==> config.mk <==
export PLATFORM = sky130hd
export DESIGN_NAME = cprt_cfg_regs
export DESIGN_NICKNAME = d
export VERILOG_FILES = /design/src/hw/rtl/cprt_pkg.sv /design/src/hw/rtl/cprt_cfg_regs.sv
export SDC_FILE = /design/constraint.sdc
export NUM_CORES = 1
export LEC_CHECK = 0
export BUFFER_PORTS_ARGS = -buffer_cell sky130_fd_sc_hd__buf_4
export CAP_MARGIN = 20
export CORE_ASPECT_RATIO = 0.7
export CORE_MARGIN = 4
export CORE_UTILIZATION = 55
export CTS_CLUSTER_DIAMETER = 120
export CTS_CLUSTER_SIZE = 16
export DETAILED_ROUTE_END_ITERATION = 8
export PLACE_DENSITY = 0.91
export SLEW_MARGIN = 20
export SYNTH_ARGS = -nofsm -noshare
export SYNTH_HDL_FRONTEND = slang
export SYNTH_SLANG_ARGS = --single-unit
==> constraint.sdc <==
create_clock -name clk -period 1.6 [get_ports clk]
set_input_delay 0.08 -clock clk [delete_from_list [all_inputs] [get_ports clk]]
set_output_delay 0.08 -clock clk [all_outputs]
set_load 0.05 [all_outputs]
==> src/hw/rtl/cprt_pkg.sv <==
// Package for the camera point rigid transform: coordinate and coefficient
// widths, register indexes, reset values and the per-row configuration struct.
// No dependencies.
`default_nettype none

package cprt_pkg;

	// Coordinate format: signed Q7.16 at the default width
	localparam int COORD_WIDTH = 24;
	localparam int COEF_WIDTH  = 16;
	localparam int ROW_WIDTH   = 3 * COEF_WIDTH;
	localparam int FRAC_SHIFT  = 14;

	// Product, accumulator and post-shift widths
	localparam int PROD_WIDTH  = COORD_WIDTH + COEF_WIDTH;
	localparam int ACC_WIDTH   = COORD_WIDTH + COEF_WIDTH + 2;
	localparam int SHR_WIDTH   = ACC_WIDTH - FRAC_SHIFT;

	localparam logic signed [COORD_WIDTH-1:0] COORD_MAX = {1'b0, {(COORD_WIDTH-1){1'b1}}};
	localparam logic signed [COORD_WIDTH-1:0] COORD_MIN = {1'b1, {(COORD_WIDTH-1){1'b0}}};

	// Configuration port
	localparam int CFG_IDX_WIDTH  = 3;
	localparam int CFG_DATA_WIDTH = ROW_WIDTH;

	typedef enum logic [CFG_IDX_WIDTH-1:0] {
		REG_ROW_X  = 3'd0,
		REG_ROW_Y  = 3'd1,
		REG_ROW_Z  = 3'd2,
		REG_OFFS_X = 3'd3,
		REG_OFFS_Y = 3'd4,
		REG_OFFS_Z = 3'd5
	} cfg_reg_t;

	// Reset values: identity rotation, head height 1.49 m on z
	localparam logic [ROW_WIDTH-1:0] ROW_X_RST = ROW_WIDTH'(48'h0000_0000_4000);
	localparam logic [ROW_WIDTH-1:0] ROW_Y_RST = ROW_WIDTH'(48'h0000_4000_0000);
	localparam logic [ROW_WIDTH-1:0] ROW_Z_RST = ROW_WIDTH'(48'h4000_0000_0000);
	localparam logic signed [COORD_WIDTH-1:0] OFFS_X_RST = '0;
	localparam logic signed [COORD_WIDTH-1:0] OFFS_Y_RST = '0;
	localparam logic signed [COORD_WIDTH-1:0] OFFS_Z_RST = COORD_WIDTH'(97649);

	// One output row: three packed coefficients and its translation
	typedef struct packed {
		logic [ROW_WIDTH-1:0]          coeffs;
		logic signed [COORD_WIDTH-1:0] offset;
	} row_cfg_t;

endpackage

`default_nettype wire

==> src/hw/rtl/cprt_cfg_regs.sv <==
// Configuration register file: three coefficient rows and three offsets,
// written through a plain write port. Depends on cprt_pkg.
`default_nettype none

module cprt_cfg_regs (
	input  wire logic                                  clk,
	input  wire logic                                  arst_n,
	input  wire logic                                  cfg_we,
	input  wire logic [cprt_pkg::CFG_IDX_WIDTH-1:0]    cfg_index,
	input  wire logic [cprt_pkg::CFG_DATA_WIDTH-1:0]   cfg_wdata,
	output cprt_pkg::row_cfg_t                         row_x,
	output cprt_pkg::row_cfg_t                         row_y,
	output cprt_pkg::row_cfg_t                         row_z
);
	import cprt_pkg::*;

	logic [ROW_WIDTH-1:0]          row_x_q, row_y_q, row_z_q;
	logic signed [COORD_WIDTH-1:0] offs_x_q, offs_y_q, offs_z_q;
	logic signed [COORD_WIDTH-1:0] wdata_coord;

	assign wdata_coord = cfg_wdata[COORD_WIDTH-1:0];

	// Register writes; unknown indexes are dropped
	always_ff @(posedge clk or negedge arst_n) begin
		if (!arst_n) begin
			row_x_q  <= ROW_X_RST;
			row_y_q  <= ROW_Y_RST;
			row_z_q  <= ROW_Z_RST;
			offs_x_q <= OFFS_X_RST;
			offs_y_q <= OFFS_Y_RST;
			offs_z_q <= OFFS_Z_RST;
		end else if (cfg_we) begin
			case (cfg_reg_t'(cfg_index))
				REG_ROW_X:  row_x_q  <= cfg_wdata[ROW_WIDTH-1:0];
				REG_ROW_Y:  row_y_q  <= cfg_wdata[ROW_WIDTH-1:0];
				REG_ROW_Z:  row_z_q  <= cfg_wdata[ROW_WIDTH-1:0];
				REG_OFFS_X: offs_x_q <= wdata_coord;
				REG_OFFS_Y: offs_y_q <= wdata_coord;
				REG_OFFS_Z: offs_z_q <= wdata_coord;
				default: ;
			endcase
		end
	end

	assign row_x = '{coeffs: row_x_q, offset: offs_x_q};
	assign row_y = '{coeffs: row_y_q, offset: offs_y_q};
	assign row_z = '{coeffs: row_z_q, offset: offs_z_q};

endmodule

`default_nettype wire

==> impl_metrics.toml, run 1 <==
[run_status]
status = "finished clean"

[clock_network]
post-cts-setup-buffers = 0
clk_pin_slew_ns = 0.07
cts_tree = "yes"
clk-insertion-delay-late_ns = 0.47
numCtsBuffers = 17
htree_num_levels = 1
cts_root_buf = "clkbuf_16"
cts.path.max_buffers = 3
numClockSinks = 216

[setup_path]
crit_fanout = 2
endpoint_kind = "output port"
path_buf_inv = 1
critical_path.top_delay_family = "flip-flops"
critPathMaxStageDelay_ns = 0.56
crit_required_ns = 1.52
startpoint_type = "flip-flop"
crit_arrival_ns = 1.23
r2r-start = "row_x_q[33]"
crit_type = "flip-flop to output port"
cp-startpoint = "offs_z_q[4]"
path_cells = "buf_4"
cp_slowest_cell = "dfstp_2"

[synth]
yosysSeqAreaShare_pct = 64.8
yosys_warnings = 0
synth_area_mm2 = 0.00837
syn_inst = 460
ys_seq_elements = 216
avgSynthCellArea_um2 = 18.2
synthesis.nets = 514
yosysUniqueCellTypes = 13

[global_routing]
grt.overflow.total = 0
globalRouteTotalUtil_pct = 27.2
grt_pass1_wl_mm = 36.7
antenna_found_initial = 0
grt_pass1_vias = 6162
grt_max_degree = 69

[sta]
skew_ns = 0
post-route-period-util_pct = 81.9
relSlewSlack_pct = 63.0
fmax_ghz = 0.763
period_needed_ns = 1.31
finalSetupTns_ns = 0
rsz0062_at_grt = "no"
setup_viol = 0
drv_slew = 0
tightest_slew_ns = 0.555
hold_viol = 0

[power_and_ir_drop]
ir_drop_mv = 1.37
p_leak_nw = 5.53
p_per_area_mw_per_mm2 = 1700

[placed_design]
gp_congestion = 0.787
portBuffers = 269
dpl_cell_area_mm2 = 0.0107
hpwl_mm = 15.4

[floorplan]
die_w_um = 155
coreArea_mm2 = 0.0148
placementRows = 37
die_y_um = 111
ioPinCount = 270
die_area_mm2 = 0.0173
initial_core_util_pct = 56.5

[route]
drt-pass1-iter-count = 5
drc = 0
wl_mm = 23.5
ant_nets = 0
wl_per_cell_um = 23.5
drtIter0Drc = 189
viasPerCell = 5.34
vias = 5343

[final_layout]
diodes = 0
nets = 850
design_area_mm2 = 0.0117
fillCellCount = 789
drive_above_1_share_pct = 65.1
area_growth_syn_to_layout_pct = 39.4

[run]
cap_violations = 0

[hold_path]
min_path_type = "input pin to asynchronous set/reset pin"
## worst paths after layout
| check | endpoint | slack, ns | depth (start not counted) |
|---|---|---|---|
| max reg2reg | row_x_q[33] | 0.73 | 1 |
| max in group asynchronous | offs_z_q[11] | 0.72 | 3 |
| min | row_y_q[32] | 0.21 | 2 |
| min in group clk | row_x_q[29] | 0.25 | 4 |
| min reg2reg | row_x_q[29] | 0.49 | 1 |
| max | row_z[4] | 0.29 | 1 |
## per-stage QoR
step           power, mW  hold WS, ns  cells  util [%]  worst slack [ns]
3_3_place_gp        15.7        0.109    923      72.3             0.242
2_1_floorplan       13.0       -0.216    460         -             0.452
6_report            19.9        0.208   1000      78.8             0.290
3_5_place_dp        15.9        0.113    923      72.3             0.233
5_1_grt             20.6        0.246   1000      78.8             0.269
4_1_cts             19.9        0.180   1000      78.8             0.287
## sequential cells by signal (all words and copies together), names as in the netlist
signal	cells
row_x_q	48
row_y_q	48
row_z_q	48
offs_x_q	24
offs_y_q	24
offs_z_q	24
## synthesized netlist by cell type
| cell | instances | share of area, % |
|---|---|---|
| and4bb_1 | 1 | 0.15 |
| and4bb_4 | 2 | 0.39 |
| buf_2 | 8 | 0.48 |
| buf_4 | 3 | 0.27 |
| buf_6 | 9 | 1.2 |
| buf_8 | 2 | 0.36 |
| dfrtp_1 | 202 | 60 |
| dfstp_2 | 14 | 4.4 |
| mux2_1 | 20 | 2.7 |
| mux2_2 | 136 | 18 |
| mux2_4 | 60 | 11 |
| nand4b_2 | 2 | 0.36 |
| nor4b_4 | 1 | 0.28 |
## logic make-up (layout without fill, tap and decap cells)
kind of cell | after synthesis | after routing | synth area share, %
buffers and inverters | 22 | 367 | 2.32
and+or+nand+nor | 6 | 6 | 1.18
muxes | 216 | 216 | 31.7
DFF | 216 | 216 | 64.8
## routing by layer
layer	wire length [µm]	track usage (%)	up-vias
li1	-	-	2295
met1	9010	33.4	2762
met2	11900	47.6	241
met3	1990	8.12	45
met4	589	6.18	0
met5	0	0	-
## power breakdown
part	total, mW	internal, mW	switching, mW
Sequential	7.55	6.72	0.823
Clock	3.84	2.00	1.84
Combinational	8.48	2.80	5.68
## cells in the final DEF (no fill, tap or decap), drive strengths merged
cell type    instances
nand4b               2
nor4b                1
dfrtp              202
clkbuf              28
and4bb               3
dfstp               14
dlygate4sd3         49
inv                  1
buf                289
mux2               216
## what timing repair did
action / in CTS / in global routing
endpoints found under the setup margin: 0 / 0
endpoints found under the hold margin: 276 / 0
hold buffers: 49 / 0
gates resized for setup: 0 / 0
## final cells by class
| class | instances | area, µm² | share of cell area, % |
|---|---|---|---|
| Clock buffer | 27 | 463 | 3.97 |
| Timing Repair Buffer | 339 | 2770 | 23.8 |
| Multi-Input combinational cell | 222 | 2760 | 23.6 |
| Clock inverter | 1 | 8.76 | 0.0751 |
| Sequential cell | 216 | 5420 | 46.5 |
| Tap cell | 195 | 244 | 2.09 |
Note: power is estimated with default switching activity, not from simulation.
==> run 2: changes to the inputs <==
--- a/config.mk
+++ b/config.mk
@@ -9,11 +9,11 @@
 export CAP_MARGIN = 20
 export CORE_ASPECT_RATIO = 0.7
 export CORE_MARGIN = 4
-export CORE_UTILIZATION = 55
+export CORE_UTILIZATION = 51
 export CTS_CLUSTER_DIAMETER = 120
 export CTS_CLUSTER_SIZE = 16
 export DETAILED_ROUTE_END_ITERATION = 8
-export PLACE_DENSITY = 0.91
+export PLACE_DENSITY = 0.85
 export SLEW_MARGIN = 20
 export SYNTH_ARGS = -nofsm -noshare
 export SYNTH_HDL_FRONTEND = slang
==> constraint.sdc (replaced) <==
create_clock -name clk -period 1.3 [get_ports clk]
set_input_delay 0.065 -clock clk [delete_from_list [all_inputs] [get_ports clk]]
set_output_delay 0.065 -clock clk [all_outputs]
set_load 0.05 [all_outputs]
==> impl_metrics.toml, run 2 (synthesis gave the netlist of run 1 again) <==
[final_layout]
final_cell_mix = "buf_4 (271), dfrtp_1 (202), mux2_2 (136)"
final_common_cell = "buf_4"
largestRegisters = "row_x_q (48), row_y_q (48), row_z_q (48)"
drive_above_1_share_pct = 65.3
fin_util_pct = 75.1
fin_cells = 1032
area_growth_syn_to_layout_pct = 41.6
fillCellCount = 914
diodes = 0
nets = 855

[floorplan]
coreArea_mm2 = 0.0158
die_area_mm2 = 0.0186
die_w_um = 161
initial_core_util_pct = 53.0
die_y_um = 115
placementRows = 38
ioPinCount = 270

[clock_network]
cts.path.max_buffers = 3
htree_num_levels = 1
clk-insertion-delay-late_ns = 0.47
cts_root_buf = "clkbuf_16"
cts_tree = "yes"
numCtsBuffers = 17
clk_pin_slew_ns = 0.07
numClockSinks = 216

[route]
viasPerCell = 5.22
wl_mm = 22.7
vias = 5387
ant_nets = 0
drt-pass1-iter-count = 4
wl_per_cell_um = 22.0
drtIter0Drc = 235
drc = 0

[setup_path]
cp_slowest_cell = "dfstp_2"
crit_required_ns = 1.24
crit_fanout = 2
critPathMaxStageDelay_ns = 0.54
path_cells = "buf_4"
startpoint_type = "flip-flop"
crit_arrival_ns = 1.20
path_buf_inv = 1
critical_path.top_delay_family = "flip-flops"
crit_type = "flip-flop to output port"
endpoint_kind = "output port"

[power_and_ir_drop]
p_leak_nw = 5.59
ir_drop_mv = 1.47
p_per_area_mw_per_mm2 = 2070

[global_routing]
grt_max_degree = 49
grt_pass1_vias = 6087
grt_pass1_wl_mm = 35.4
globalRouteTotalUtil_pct = 24.3
antenna_found_initial = 0
grt.overflow.total = 0

[placed_design]
gp_congestion = 0.837
hpwl_mm = 15.5
portBuffers = 269
placedCellCount = 953

[hold_path]
min_path_type = "input pin to asynchronous set/reset pin"

[sta]
skew_ns = 0
drv_slew = 0
fmax_ghz = 0.790
period_needed_ns = 1.27
rsz0062_at_grt = "yes"
hold_viol = 0
relSlewSlack_pct = 71.5
hold_ws_ns = 0.107
post-route-period-util_pct = 97.4
setup_viol = 0
tightest_slew_ns = 0.427

[run_status]
status = "finished clean"

[run]
cap_violations = 0
==> run 2: path summary, 6_finish.rpt <==
path,start,endpoint,cells after the start,slack [ns]
setup / recovery,offs_z_q[14],row_z[14],1,0.03
hold / removal,arst_n,offs_y_q[22],2,0.11
setup reg to reg,row_x_q[25],row_x_q[25],1,0.44
hold reg to reg,row_x_q[33],row_x_q[33],1,0.49
max in group asynchronous,arst_n,offs_z_q[4],3,0.57
min in group clk,cfg_index[1],row_x_q[33],4,0.20
==> run 2: stage by stage <==
step / setup TNS, ns / worst slack (ns) / area, µm² / power [mW]
2_1_floorplan: 0 / 0.167 / 8370 / 16.0
3_3_place_gp: -1.38 / -0.0336 / 10800 / 19.4
3_5_place_dp: -3.66 / -0.0788 / 10800 / 19.6
4_1_cts: 0 / 0.000897 / 11800 / 24.6
5_1_grt: -0.00558 / -0.00558 / 11900 / 25.4
6_report: 0 / 0.0339 / 11900 / 24.5
==> run 2: repair_timing <==
item,in CTS,in global routing
hold buffers,49,0
gates resized for setup,4,7
hold endpoints to repair,421,0
endpoints found under the setup margin,4,7
setup buffers,0,0
==> run 2: area by class of cell <==
class | count | area [µm²] | area share [%]
Timing Repair Buffer | 344 | 2920 | 24.6
Multi-Input combinational cell | 222 | 2760 | 23.3
Clock buffer | 28 | 467 | 3.94
Clock inverter | 2 | 17.5 | 0.148
Sequential cell | 216 | 5420 | 45.7
Tap cell | 220 | 275 | 2.32
==> run 2: report_power, final <==
part           internal [mW]  leakage, nW  switching [mW]
combinational           3.51         2.79            6.95
sequential              8.28         2.57           0.996
clock                   2.48        0.232            2.28
total                   14.3         5.59            10.2
==> run 2: metal layers <==
layer | share of wire (%) | routed length, µm | vias up | GRT usage (%)
li1 | - | - | 2325 | -
met1 | 40 | 9020 | 2771 | 29.9
met2 | 50 | 11300 | 257 | 42.8
met3 | 8.9 | 2030 | 34 | 7.77
met4 | 1.7 | 381 | 0 | 5.00
met5 | 0 | 0 | - | 0
